## src/design/stbg_pkg.sv

```systemverilog
// Shared constants, types and the quarter-wave sine table of the tone-burst generator.
package stbg_pkg;

  localparam int SampleRateHz = 16000;
  localparam int Amplitude    = 12000;
  localparam int TableBits    = 10;

  localparam int PhaseW  = 32;
  localparam int CountW  = 20;
  localparam int SampleW = 15;
  localparam int FreqW   = 16;
  localparam int MsW     = 16;

  localparam int QuarterBits = TableBits - 2;
  localparam int QuarterLen  = 1 << QuarterBits;

  localparam logic [CountW-1:0] CountMax = '1;

  // The phase step is frequency * 2^32 / rate, taken as a product with a rounded-up
  // reciprocal and a right shift. The shift is wide enough that the result is exact.
  localparam int StepShift = 32;
  localparam logic [95:0] StepMul =
      ((96'd1 << (PhaseW + StepShift)) + 96'(SampleRateHz - 1)) / 96'(SampleRateHz);
  localparam int StepMulW = PhaseW + StepShift + 1 - $clog2(SampleRateHz);
  localparam int StepLoW  = StepMulW / 2;
  localparam int StepHiW  = StepMulW - StepLoW;
  localparam logic [StepLoW-1:0] StepMulLo = StepMul[StepLoW-1:0];
  localparam logic [StepHiW-1:0] StepMulHi = StepMul[StepMulW-1:StepLoW];
  localparam int StepLoProdW = FreqW + StepLoW;
  localparam int StepHiProdW = FreqW + StepHiW;
  localparam int StepProdW   = FreqW + StepMulW;

  // The sample count is milliseconds * rate / 1000, again as an exact reciprocal product.
  localparam int CountShift = 26;
  localparam logic [63:0] CountMul = ((64'(SampleRateHz) << CountShift) + 64'd999) / 64'd1000;
  localparam int CountMulW  = $clog2(CountMul + 64'd1);
  localparam int CountProdW = MsW + CountMulW;
  localparam int CountRawW  = CountProdW - CountShift;

  localparam logic [63:0] PiHalfQ30 = 64'd1686629713;
  localparam logic [63:0] OneQ30    = 64'd1073741824;
  localparam logic [63:0] MagLimit  = 64'd1 << (SampleW - 1);

  localparam logic [SampleW-1:0] MaxPos = SampleW'((1 << (SampleW - 1)) - 1);

  typedef enum logic {
    CmdStart = 1'b0,
    CmdTick  = 1'b1
  } cmd_e;

  typedef logic [SampleW-1:0] qtab_t [QuarterLen];

  // Scaled sine magnitude for one point of the first quadrant, clipped to the sample range.
  function automatic logic [SampleW-1:0] quarter_mag(int unsigned q);
    logic [63:0] x;
    logic [63:0] sum;
    logic [63:0] term;
    logic [63:0] mag;
    x    = (64'(q) * PiHalfQ30) >> QuarterBits;
    sum  = x;
    term = x;
    for (int n = 1; n <= 8; n++) begin
      term = (term * x) >> 30;
      term = (term * x) >> 30;
      term = term / 64'((2 * n) * (2 * n + 1));
      if ((n & 1) == 1) begin
        sum = sum - term;
      end else begin
        sum = sum + term;
      end
    end
    if (sum > OneQ30) begin
      sum = OneQ30;
    end
    mag = (64'(Amplitude) * sum) >> 30;
    if (mag > MagLimit) begin
      mag = MagLimit;
    end
    return mag[SampleW-1:0];
  endfunction

  function automatic qtab_t build_qtab();
    qtab_t t;
    for (int i = 0; i < QuarterLen; i++) begin
      t[i] = quarter_mag(i);
    end
    return t;
  endfunction

  localparam qtab_t QTab = build_qtab();
  localparam logic [SampleW-1:0] QPeak = quarter_mag(QuarterLen);

  typedef struct packed {
    cmd_e                   cmd;
    logic [StepLoProdW-1:0] step_lo;
    logic [StepHiProdW-1:0] step_hi;
    logic [CountProdW-1:0]  count_prod;
  } stbg_pre_t;

  typedef struct packed {
    logic signed [SampleW-1:0] sample;
    logic                      last;
  } stbg_res_t;

  typedef struct packed {
    logic take;
    logic load;
    logic last;
    logic busy;
  } stbg_ctl_t;

endpackage

```

## src/design/stbg_in_if.sv

```systemverilog
// Input channel: command items with valid and ready.
interface stbg_in_if;
  logic                        valid;
  logic                        ready;
  logic                        cmd;
  logic [stbg_pkg::FreqW-1:0]  frequency_hz;
  logic [stbg_pkg::MsW-1:0]    duration_ms;

  modport source(output valid, output cmd, output frequency_hz, output duration_ms,
                 input ready);
  modport sink(input valid, input cmd, input frequency_hz, input duration_ms,
               output ready);
endinterface

```

## src/design/stbg_out_if.sv

```systemverilog
// Output channel: sine sample items with valid and ready.
interface stbg_out_if;
  logic                                valid;
  logic                                ready;
  logic signed [stbg_pkg::SampleW-1:0] sample;
  logic                                last;

  modport source(output valid, output sample, output last, input ready);
  modport sink(input valid, input sample, input last, output ready);
endinterface

```

## src/design/stbg_in_stage.sv

```systemverilog
// Input register with the step and count partial products formed on the way in.
module stbg_in_stage (
  input  logic                clk_i,
  input  logic                rst_ni,
  stbg_in_if.sink             in_i,
  input  logic                take_i,
  output logic                valid_o,
  output stbg_pkg::stbg_pre_t pre_o
);

  logic                valid_q;
  logic                valid_d;
  logic                accept;
  stbg_pkg::stbg_pre_t pre_q;
  stbg_pkg::stbg_pre_t pre_d;

  assign in_i.ready = !valid_q || take_i;
  assign accept     = in_i.valid && in_i.ready;
  assign valid_d    = accept || (valid_q && !take_i);

  always_comb begin
    pre_d.cmd        = stbg_pkg::cmd_e'(in_i.cmd);
    pre_d.step_lo    = stbg_pkg::StepLoProdW'(in_i.frequency_hz)
                     * stbg_pkg::StepLoProdW'(stbg_pkg::StepMulLo);
    pre_d.step_hi    = stbg_pkg::StepHiProdW'(in_i.frequency_hz)
                     * stbg_pkg::StepHiProdW'(stbg_pkg::StepMulHi);
    pre_d.count_prod = stbg_pkg::CountProdW'(in_i.duration_ms)
                     * stbg_pkg::CountProdW'(stbg_pkg::CountMul);
  end

  always_ff @(posedge clk_i or negedge rst_ni) begin
    if (!rst_ni) begin
      valid_q <= 1'b0;
    end else begin
      valid_q <= valid_d;
    end
  end

  always_ff @(posedge clk_i) begin
    if (accept) begin
      pre_q <= pre_d;
    end
  end

  assign valid_o = valid_q;
  assign pre_o   = pre_q;

endmodule

```

## src/design/stbg_core.sv

```systemverilog
// Burst state, phase accumulator, sine lookup and the enable register.
module stbg_core (
  input  logic                clk_i,
  input  logic                rst_ni,
  input  logic                cfg_we_i,
  input  logic                cfg_wdata_i,
  input  logic                valid_i,
  input  stbg_pkg::stbg_pre_t pre_i,
  input  logic                slot_free_i,
  output stbg_pkg::stbg_ctl_t ctl_o,
  output stbg_pkg::stbg_res_t res_o
);

  logic                                enabled_q;
  logic [stbg_pkg::PhaseW-1:0]         acc_q;
  logic [stbg_pkg::PhaseW-1:0]         acc_d;
  logic [stbg_pkg::PhaseW-1:0]         step_q;
  logic [stbg_pkg::PhaseW-1:0]         step_d;
  logic [stbg_pkg::CountW-1:0]         left_q;
  logic [stbg_pkg::CountW-1:0]         left_d;

  logic                                busy;
  logic                                produce;
  logic                                take;
  logic [stbg_pkg::StepProdW-1:0]      step_full;
  logic [stbg_pkg::PhaseW-1:0]         new_step;
  logic [stbg_pkg::CountRawW-1:0]      count_raw;
  logic [stbg_pkg::CountW-1:0]         new_count;
  logic [stbg_pkg::TableBits-1:0]      idx;
  logic [1:0]                          quad;
  logic [stbg_pkg::QuarterBits-1:0]    q;
  logic [stbg_pkg::QuarterBits-1:0]    q_sel;
  logic                                peak;
  logic [stbg_pkg::SampleW-1:0]        mag;
  logic [stbg_pkg::SampleW-1:0]        sample_bits;

  assign busy    = left_q != '0;
  assign produce = valid_i && (pre_i.cmd == stbg_pkg::CmdTick) && busy;
  assign take    = valid_i && (!produce || slot_free_i);

  assign step_full = (stbg_pkg::StepProdW'(pre_i.step_hi) << stbg_pkg::StepLoW)
                   + stbg_pkg::StepProdW'(pre_i.step_lo);
  assign new_step  = step_full[stbg_pkg::StepShift+stbg_pkg::PhaseW-1:stbg_pkg::StepShift];

  assign count_raw = pre_i.count_prod[stbg_pkg::CountProdW-1:stbg_pkg::CountShift];
  assign new_count = (count_raw > stbg_pkg::CountRawW'(stbg_pkg::CountMax))
                   ? stbg_pkg::CountMax : count_raw[stbg_pkg::CountW-1:0];

  // Quarter-wave lookup: odd quadrants mirror the index, the second half negates.
  assign idx   = acc_q[stbg_pkg::PhaseW-1 -: stbg_pkg::TableBits];
  assign quad  = idx[stbg_pkg::TableBits-1 -: 2];
  assign q     = idx[stbg_pkg::QuarterBits-1:0];
  assign q_sel = quad[0] ? (stbg_pkg::QuarterBits'(0) - q) : q;
  assign peak  = quad[0] && (q == '0);
  assign mag   = peak ? stbg_pkg::QPeak : stbg_pkg::QTab[q_sel];

  always_comb begin
    if (quad[1]) begin
      sample_bits = stbg_pkg::SampleW'(0) - mag;
    end else if (mag > stbg_pkg::MaxPos) begin
      sample_bits = stbg_pkg::MaxPos;
    end else begin
      sample_bits = mag;
    end
  end

  always_comb begin
    acc_d  = acc_q;
    step_d = step_q;
    left_d = left_q;
    if (take) begin
      unique case (pre_i.cmd)
        stbg_pkg::CmdStart: begin
          if (enabled_q) begin
            acc_d  = '0;
            step_d = new_step;
            left_d = new_count;
          end
        end
        stbg_pkg::CmdTick: begin
          if (busy) begin
            acc_d  = acc_q + step_q;
            left_d = left_q - stbg_pkg::CountW'(1);
          end
        end
        default: begin
          acc_d = acc_q;
        end
      endcase
    end
  end

  always_ff @(posedge clk_i or negedge rst_ni) begin
    if (!rst_ni) begin
      enabled_q <= 1'b0;
      acc_q     <= '0;
      step_q    <= '0;
      left_q    <= '0;
    end else begin
      if (cfg_we_i) begin
        enabled_q <= cfg_wdata_i;
      end
      acc_q  <= acc_d;
      step_q <= step_d;
      left_q <= left_d;
    end
  end

  assign ctl_o.take  = take;
  assign ctl_o.load  = take && produce;
  assign ctl_o.last  = left_q == stbg_pkg::CountW'(1);
  assign ctl_o.busy  = busy;
  assign res_o.sample = $signed(sample_bits);
  assign res_o.last   = ctl_o.last;

endmodule

```

## src/design/stbg_out_reg.sv

```systemverilog
// Result register that holds a sample item until the sink takes it.
module stbg_out_reg (
  input  logic                clk_i,
  input  logic                rst_ni,
  input  logic                load_i,
  input  stbg_pkg::stbg_res_t res_i,
  stbg_out_if.source          out_o,
  output logic                slot_free_o
);

  logic                valid_q;
  logic                valid_d;
  stbg_pkg::stbg_res_t res_q;

  assign slot_free_o = !valid_q || out_o.ready;
  assign valid_d     = load_i || (valid_q && !out_o.ready);

  always_ff @(posedge clk_i or negedge rst_ni) begin
    if (!rst_ni) begin
      valid_q <= 1'b0;
    end else begin
      valid_q <= valid_d;
    end
  end

  always_ff @(posedge clk_i) begin
    if (load_i) begin
      res_q <= res_i;
    end
  end

  assign out_o.valid  = valid_q;
  assign out_o.sample = res_q.sample;
  assign out_o.last   = res_q.last;

endmodule

```

## src/design/sine_tone_burst_generator.sv

```systemverilog
// Top level of the sine tone-burst generator.
// A start item (cmd 0) arms a burst of 16 samples per millisecond of duration_ms at
// a phase step of frequency_hz * 2^32 / 16000 and resets the phase; it is dropped
// while the enable register is clear, and a start during a burst restarts it. Each
// tick item (cmd 1) during a burst yields one sample item, a 1024-point sine scaled
// to +/-12000, with last set on the final sample; ticks outside a burst yield
// nothing. One item is taken per clock cycle, but a tick is held while a finished
// sample waits in the output register and the sink does not take it. An item waits
// in the input register until the core takes it, and the sample of a tick is
// registered in the output register as the tick is taken. The rate is set by the
// phase accumulator and sample counter update; start items pass while a sample waits.
module sine_tone_burst_generator (
  input  logic       clk_i,
  input  logic       rst_ni,
  input  logic       cfg_we_i,
  input  logic       cfg_wdata_i,
  stbg_in_if.sink    in_i,
  stbg_out_if.source out_o
);

  logic                s1_valid;
  logic                slot_free;
  stbg_pkg::stbg_pre_t pre;
  stbg_pkg::stbg_ctl_t ctl;
  stbg_pkg::stbg_res_t res;

  stbg_in_stage u_in_stage (
    .clk_i   (clk_i),
    .rst_ni  (rst_ni),
    .in_i    (in_i),
    .take_i  (ctl.take),
    .valid_o (s1_valid),
    .pre_o   (pre)
  );

  stbg_core u_core (
    .clk_i       (clk_i),
    .rst_ni      (rst_ni),
    .cfg_we_i    (cfg_we_i),
    .cfg_wdata_i (cfg_wdata_i),
    .valid_i     (s1_valid),
    .pre_i       (pre),
    .slot_free_i (slot_free),
    .ctl_o       (ctl),
    .res_o       (res)
  );

  stbg_out_reg u_out_reg (
    .clk_i       (clk_i),
    .rst_ni      (rst_ni),
    .load_i      (ctl.load),
    .res_i       (res),
    .out_o       (out_o),
    .slot_free_o (slot_free)
  );

`ifndef SYNTH
  // A held item that the core cannot take must block the input.
  assert property (@(posedge clk_i) disable iff (!rst_ni)
    (s1_valid && !ctl.take) |-> !in_i.ready)
    else $error("input accepted while the input register is blocked");

  // A sample is loaded only into a free output slot.
  assert property (@(posedge clk_i) disable iff (!rst_ni)
    ctl.load |-> (!out_o.valid || out_o.ready))
    else $error("sample loaded over an item still waiting");

  // The final sample of a burst leaves the generator idle.
  assert property (@(posedge clk_i) disable iff (!rst_ni)
    (ctl.load && ctl.last) |=> !ctl.busy)
    else $error("burst still running after its final sample");
`endif

endmodule

```

## src/flat_wrapper.sv

```systemverilog
// flat-port wrapper written by rule: the top's interface ports become plain ports
module sine_tone_burst_generator_flat 
  (clk_i, rst_ni, cfg_we_i, cfg_wdata_i, in_i_valid, in_i_cmd, in_i_frequency_hz, in_i_duration_ms, in_i_ready, out_o_valid, out_o_sample, out_o_last, out_o_ready);
  stbg_in_if in_i_i ();
  stbg_out_if out_o_i ();
  input  logic clk_i;
  input  logic rst_ni;
  input  logic cfg_we_i;
  input  logic cfg_wdata_i;
  input wire logic [$bits(in_i_i.valid)-1:0] in_i_valid;
  input wire logic [$bits(in_i_i.cmd)-1:0] in_i_cmd;
  input wire logic [$bits(in_i_i.frequency_hz)-1:0] in_i_frequency_hz;
  input wire logic [$bits(in_i_i.duration_ms)-1:0] in_i_duration_ms;
  output wire logic [$bits(in_i_i.ready)-1:0] in_i_ready;
  output wire logic [$bits(out_o_i.valid)-1:0] out_o_valid;
  output wire logic [$bits(out_o_i.sample)-1:0] out_o_sample;
  output wire logic [$bits(out_o_i.last)-1:0] out_o_last;
  input wire logic [$bits(out_o_i.ready)-1:0] out_o_ready;
  assign in_i_i.valid = in_i_valid;
  assign in_i_i.cmd = in_i_cmd;
  assign in_i_i.frequency_hz = in_i_frequency_hz;
  assign in_i_i.duration_ms = in_i_duration_ms;
  assign in_i_ready = in_i_i.ready;
  assign out_o_valid = out_o_i.valid;
  assign out_o_sample = out_o_i.sample;
  assign out_o_last = out_o_i.last;
  assign out_o_i.ready = out_o_ready;
  sine_tone_burst_generator u_core (.clk_i(clk_i), .rst_ni(rst_ni), .cfg_we_i(cfg_we_i), .cfg_wdata_i(cfg_wdata_i), .in_i(in_i_i), .out_o(out_o_i));
endmodule
```

## config.mk

```make
export PLATFORM = sky130hd
export DESIGN_NAME = sine_tone_burst_generator_flat
export DESIGN_NICKNAME = d
export VERILOG_FILES = /design/src/design/stbg_pkg.sv /design/src/design/stbg_in_if.sv /design/src/design/stbg_out_if.sv /design/src/design/stbg_in_stage.sv /design/src/design/stbg_core.sv /design/src/design/stbg_out_reg.sv /design/src/design/sine_tone_burst_generator.sv /design/src/flat_wrapper.sv
export SDC_FILE = /design/constraint.sdc
export NUM_CORES = 1
export LEC_CHECK = 0
export BUFFER_PORTS_ARGS = -buffer_cell sky130_fd_sc_hd__buf_2
export CAP_MARGIN = 20
export CELL_PAD_IN_SITES_DETAIL_PLACEMENT = 1
export CELL_PAD_IN_SITES_GLOBAL_PLACEMENT = 1
export CORE_AREA = 2 2 306 217
export DETAILED_ROUTE_END_ITERATION = 7
export DIE_AREA = 0 0 308 219
export PLACE_DENSITY_LB_ADDON = 0.25
export SYNTH_ARGS = -nofsm -noshare
export SYNTH_HDL_FRONTEND = slang
export SYNTH_SLANG_ARGS = --single-unit
```

## constraint.sdc

```tcl
create_clock -name clk_i -period 6.6 [get_ports clk_i]
set_input_delay 0.33 -clock clk_i [delete_from_list [all_inputs] [get_ports clk_i]]
set_output_delay 0.33 -clock clk_i [all_outputs]
set_load 0.03 [all_outputs]
```

======== Yosys cells after proc, flatten, opt, wreduce, memory -nomap -nowiden ========
Memory sizes are Yosys's and may differ from the RTL's.
Cells that the tools add are included.
word-level totals
  register bits ........................... 198
  logic and storage cells ................. 63
  memories kept ........................... 1
  output and inout bits ................... 18
  ROM bits ................................ 3840
memories
  memory           words  bits a word  read ports  clocked after Yosys merged registers in  write ports  line             RTL
  (no name shown)  256    15           1           0                                        0            stbg_core.sv:55  assign mag = peak ? stbg_pkg::QPeak : stbg_pkg::QTab[q_sel];
cells by class
  $mul .................................... 2
  bitwise operators ....................... 2
  magnitude comparators ................... 3
  multiplexer cells ....................... 13
  add/subtract/negate cells ............... 5
  reduce and logical (&&, ||, !) cells .... 22
  equal/unequal tests ..................... 3
operators with widths
  cell                                                                    count
  15-bit 2-to-1 mux                                                       5
  64-bit by 40-bit adder with 64-bit output                               1
  32-bit 2-to-1 mux                                                       2
  32-bit one-hot mux with 2 select lines                                  1
  20-bit 2-to-1 mux                                                       3
  16-bit by 24-bit multiplier with 40-bit output, second input constant   1
  20-bit one-hot mux with 2 select lines                                  1
  16-bit by 25-bit multiplier with 38-bit output, second input constant   1
  32-bit adder                                                            1
  20-bit by 1-bit == test with 1-bit output, second input constant        1
  20-bit > comparator, second input constant                              1
  20-bit nonzero test                                                     1
  20-bit by 1-bit subtractor with 20-bit output, second input constant    1
  15-bit by 14-bit > comparator with 1-bit output, second input constant  1
  1-bit by 15-bit subtractor with 15-bit output, first input constant     1
  9-bit >= comparator, second input constant                              1
  8-bit inverter with 9-bit output                                        1
  1-bit logical AND                                                       8
  8-bit zero test                                                         1
  8-bit 2-to-1 mux                                                        1
  1-bit by 8-bit subtractor with 8-bit output, first input constant       1
  3-bit AND reduction                                                     2
  1-bit zero test                                                         5
  1-bit logical OR                                                        5
  other kinds (2)                                                         3

======== Depth between registers and ports, before layout ========
  word-level depth ........................ 10
  depth in mapped cells ................... 23
  mapped depth without buffers ............ 23

======== By module ========
From an unflattened synthesis, not the netlist that was laid out.
second synthesis, totals
  cells, all modules ...................... 3061
  area total of the unflattened synthesis .. 27858.0 µm²
modules (own cells, without submodules)
  module         instances  cells each  sequential area each (µm²)  area an instance (µm²)
  stbg_in_stage  1          1573        2937.8                      16331.9
  stbg_core      1          1469        2127.0                      10998.0
  stbg_out_reg   1          19          505.5                       528.0

======== Worst setup path before layout ========
Ideal clock, no wire load.
  path type ............................... input to register
  from .................................... in in_i_frequency_hz[7]
  to ...................................... reg u_core.u_in_stage.pre_q (netlist bit u_core.u_in_stage.pre_o[123]) (data pin)
  slack ................................... 467 ps
  library setup time ...................... 258 ps
  cell stages on the path ................. 20
  data required time ...................... 6342 ps
  data arrival time ....................... 5876 ps
  cell sequence ........................... fa_1 inv_1 fa_1 fa_1 inv_1 fa_1 fa_1 inv_1 fa_1 inv_1 ha_1 a21oi_1 a21oi_1 a2111oi_0 a2111oi_0 o32ai_1 o21bai_1 a21o_1 a21oi_1 xnor2_1
RTL lines
  element               line                 RTL
  start, declared       flat_wrapper.sv:12   input wire logic [$bits(in_i_i.frequency_hz)-1:0] in_i_frequency_hz;
  end signal, assigned  stbg_in_stage.sv:41  pre_q <= pre_d;
  end, declared         stbg_in_stage.sv:14  stbg_pkg::stbg_pre_t pre_q;

==> impl_metrics.json <==
{
  "detail_route.first_pass.iterations": 6,
  "antenna_violations_before_repair": 2,
  "synth_nets": 3455,
  "clkSlewWorstSetupHoldPaths_ns": 0.08,
  "post-route-cell-area_mm2": 0.02781,
  "detailed_route_via_count": 22010,
  "max-clock-path-buffers": 2,
  "yosys.cell_count.top_type": "sky130_fd_sc_hd__inv_1",
  "io_pins": 57,
  "cts-resized-gates": 0,
  "avgSynthCellArea_um2": 9.062,
  "critical_path.endpoint_type": "flip-flop",
  "synth_top_cells_by_area": "sky130_fd_sc_hd__fa_1 (19%), sky130_fd_sc_hd__ha_1 (17%), sky130_fd_sc_hd__edfxtp_1 (10%)",
  "critical_path.startpoint_type": "primary input",
  "netlist_instances": 2820,
  "yosys.area.top_type": "sky130_fd_sc_hd__fa_1",
  "yosys_register_bits": 172,
  "cts_sinks": 172,
  "area_inside_the_core_boundary_mm2": 0.06441,
  "number_of_nets_in_the_layout": 3523,
  "clock.fmax_mhz": 160.7,
  "async_flop_share_pct": 50.58,
  "drt-initial-drc-count": 1785,
  "synth_top_cell_area_share_pct": 18.80,
  "clock_period_minus_worst_slack_ns": 6.223,
  "tightestPinTransition_ns": 1.189,
  "cp_max_fo": 5,
  "grt_overflow_total": 0,
  "final_min_period_over_clock_period_pct": 94.29,
  "post_synth_instance_area_mm2": 0.02555,
  "final_max_slew_viol_count": 0,
  "cap_viol_max_count": 0,
  "setup.worst_path.class": "in2reg",
  "postCtsSetupBuffers": 0,
  "routabilityCongestion": 0.9785,
  "htree_levels": 4,
  "dp_hpwl_mm": 72.30,
  "hold_viol_final": 0,
  "tritoncts": "built",
  "floorplan.die_area_mm2": 0.06745,
  "start_util_pct": 39.67,
  "wl_per_cell_um": 24.41,
  "placement.io_buffers": 56,
  "cts_hold_repair.buffers": 17,
  "timing.critical_path.required_ns": 6.85,
  "grtUsageTotal_pct": 27.70,
  "tritoncts.num_buffers": 17,
  "max-slew-margin-rel_pct": 20.74,
  "grt_first_pass_wirelength_mm": 142.3,
  "post_dp_cell_area_mm2": 0.02709,
  "fillers": 7446,
  "arrival_ns": 6.47,
  "insertedDiodeCount": 0,
  "cts.root.buffer_cell": "sky130_fd_sc_hd__clkbuf_16",
  "first_global_vias": 23390,
  "final_cells": 3741,
  "fp-row-count": 78,
  "synth_common_cells": "sky130_fd_sc_hd__inv_1 (451), sky130_fd_sc_hd__ha_1 (356), sky130_fd_sc_hd__fa_1 (240)",
  "number_of_synthesized_flops_with_an_enable_pin": 85,
  "pin_count_of_the_biggest_net_entering_global_routing": 83,
  "die_width_um": 308,
  "synthDistinctLibCells": 100,
  "clk_latency_ns": 0.50,
  "route.antenna.remaining_nets": 0,
  "post_synth_top_flop": "sky130_fd_sc_hd__dfrtp_1",
  "dieHeight_um": 219,
  "outcome": "complete, no violations",
  "final-setup-viol-count": 0,
  "remaining_drc_errors": 0,
  "synth-warning-count": 0,
  "layout-area-overhead-vs-synth_pct": 8.833,
  "setup_repair_after_global_routing_missed_its_margin": "false",
  "synth_seq_area_share_pct": 18.51,
  "routed_via_density": 5.882,
  "drive_above_1_share_pct": 8.652,
  "hp-class": "in2reg",
  "place.detailed.instances": 3692,
  "worst_setup_skew_after_layout_ns": 0.02204,
  "finalWirelength_mm": 91.33
}
-- sequential cells by signal, indices dropped and copies added, names as in the netlist --
register                       flops
u_core.u_core.enabled_q            1
u_core.u_out_reg.out_o.last        1
u_core.u_in_stage.pre_o           69
u_core.u_out_reg.out_o.valid       1
u_core.u_core.left_q              20
u_core.u_core.acc_q               32
u_core.u_out_reg.out_o.sample     15
u_core.u_in_stage.valid_o          1
u_core.u_core.step_q              32
-- cell families after synthesis --
family	after synthesis	share of synthesized area, %
AND/OR/NAND/NOR	611	11.95
XOR/XNOR	122	4.270
flip-flops	172	18.51
multiplexers	26	1.067
adder cells (fa/ha/maj)	597	36.27
AO/OA/AOI/OAI	713	19.02
buffers and inverters	579	8.916
-- per-stage QoR --
step	setup WS (ns)	utilization [%]	TNS, ns	hold WS [ns]
after floorplan	0.4666	-	0	0.03441
after global placement	0.04161	42.06	0	0.3088
after detailed placement	-0.08707	42.06	-0.1886	0.3075
after CTS	0.4242	43.18	0	0.004953
after global routing	0.05899	43.18	0	0.01717
final	0.3766	43.18	0	0.03666
-- area by class of cell --
cell class,count,area (um2),share of cell area (%)
clock inverters,12,101.3,0.3644
clock buffers,20,446.7,1.606
inverters,456,1717,6.172
well taps,840,1051,3.779
repair buffers,172,1196,4.301
flip-flops and latches,172,4733,17.02
multi-input cells,2069,18570,66.76
-- per-layer routing --
layer | wire (um) | GRT usage (%)
met3 | 5490 | 4.104
met4 | 3331 | 10.96
met1 | 41650 | 38.38
met2 | 40830 | 43.54
met5 | 25 | 0
-- critical path: stages --
cell                        delay, ns
sky130_fd_sc_hd__buf_2           0.13
sky130_fd_sc_hd__fa_1            0.74
sky130_fd_sc_hd__inv_1           0.24
sky130_fd_sc_hd__fa_1            0.52
sky130_fd_sc_hd__fa_1            0.50
sky130_fd_sc_hd__inv_1           0.05
sky130_fd_sc_hd__fa_1            0.47
sky130_fd_sc_hd__inv_1           0.05
sky130_fd_sc_hd__fa_1            0.45
sky130_fd_sc_hd__fa_1            0.49
sky130_fd_sc_hd__inv_1           0.04
sky130_fd_sc_hd__ha_1            0.28
sky130_fd_sc_hd__nand3_1         0.13
sky130_fd_sc_hd__a21oi_1         0.07
sky130_fd_sc_hd__a2111oi_0       0.41
sky130_fd_sc_hd__buf_4           0.23
sky130_fd_sc_hd__a2111oi_0       0.10
sky130_fd_sc_hd__buf_4           0.19
sky130_fd_sc_hd__o32ai_1         0.40
sky130_fd_sc_hd__o21bai_1        0.16
sky130_fd_sc_hd__a21o_1          0.21
sky130_fd_sc_hd__buf_4           0.13
sky130_fd_sc_hd__xor2_1          0.13
-- cells in the final DEF (no fill, tap or decap), types with 12 or more instances in the layout --
master                          netlist  layout
sky130_fd_sc_hd__o21ai_0            161     161
sky130_fd_sc_hd__ha_1               356     356
sky130_fd_sc_hd__a31oi_1             35      35
sky130_fd_sc_hd__buf_2               32      55
sky130_fd_sc_hd__o21a_1              20      20
sky130_fd_sc_hd__nand4_1             20      20
sky130_fd_sc_hd__nor2b_1             17      16
sky130_fd_sc_hd__and3_1              18      18
sky130_fd_sc_hd__a21oi_1            137     137
sky130_fd_sc_hd__mux2i_1             19      19
sky130_fd_sc_hd__a21o_1              52      52
sky130_fd_sc_hd__dfrtp_1             87      84
sky130_fd_sc_hd__buf_4                6     100
sky130_fd_sc_hd__inv_1              451     451
sky130_fd_sc_hd__o31ai_1             20      20
sky130_fd_sc_hd__nand2_1            160     160
sky130_fd_sc_hd__a211o_1             12      12
sky130_fd_sc_hd__or2_2               14      13
sky130_fd_sc_hd__fa_1               240     240
sky130_fd_sc_hd__xor2_1              49      49
sky130_fd_sc_hd__nor2_1             121     121
sky130_fd_sc_hd__or3_1               17      17
sky130_fd_sc_hd__nand2b_1            26      25
sky130_fd_sc_hd__and2_1              13      13
sky130_fd_sc_hd__a211oi_1            36      36
sky130_fd_sc_hd__clkbuf_16            0      17
sky130_fd_sc_hd__xnor2_1             70      69
sky130_fd_sc_hd__a311oi_1            18      18
sky130_fd_sc_hd__dlygate4sd3_1        0      17
sky130_fd_sc_hd__a221oi_1            12      12
sky130_fd_sc_hd__o21bai_1            15      15
sky130_fd_sc_hd__nor3_1              57      57
sky130_fd_sc_hd__o211ai_1            43      43
sky130_fd_sc_hd__edfxtp_1            85      85
sky130_fd_sc_hd__nand3_1             94      94
-- worst paths after layout --
path                                          startpoint                               end  slack, ns  cells past startpoint
worst max-delay path               in_i_frequency_hz[13]      u_core.u_in_stage.pre_o[122]       0.38                     23
worst min-delay path                 in_i_duration_ms[0]       u_core.u_in_stage.pre_o[30]       0.04                      1
worst max register to register   u_core.u_core.acc_q[30]  u_core.u_out_reg.out_o.sample[8]       0.82                     14
worst min register to register  u_core.u_core.step_q[10]          u_core.u_core.step_q[10]       0.50                      2
max in group asynchronous                         rst_ni           u_core.u_core.acc_q[22]       5.05                      3
min in group asynchronous                         rst_ni            u_core.u_core.acc_q[1]       0.31                      2
Power is not shown: default switching activity piles up to over one toggle a cycle in this logic, so the estimate is an artifact.
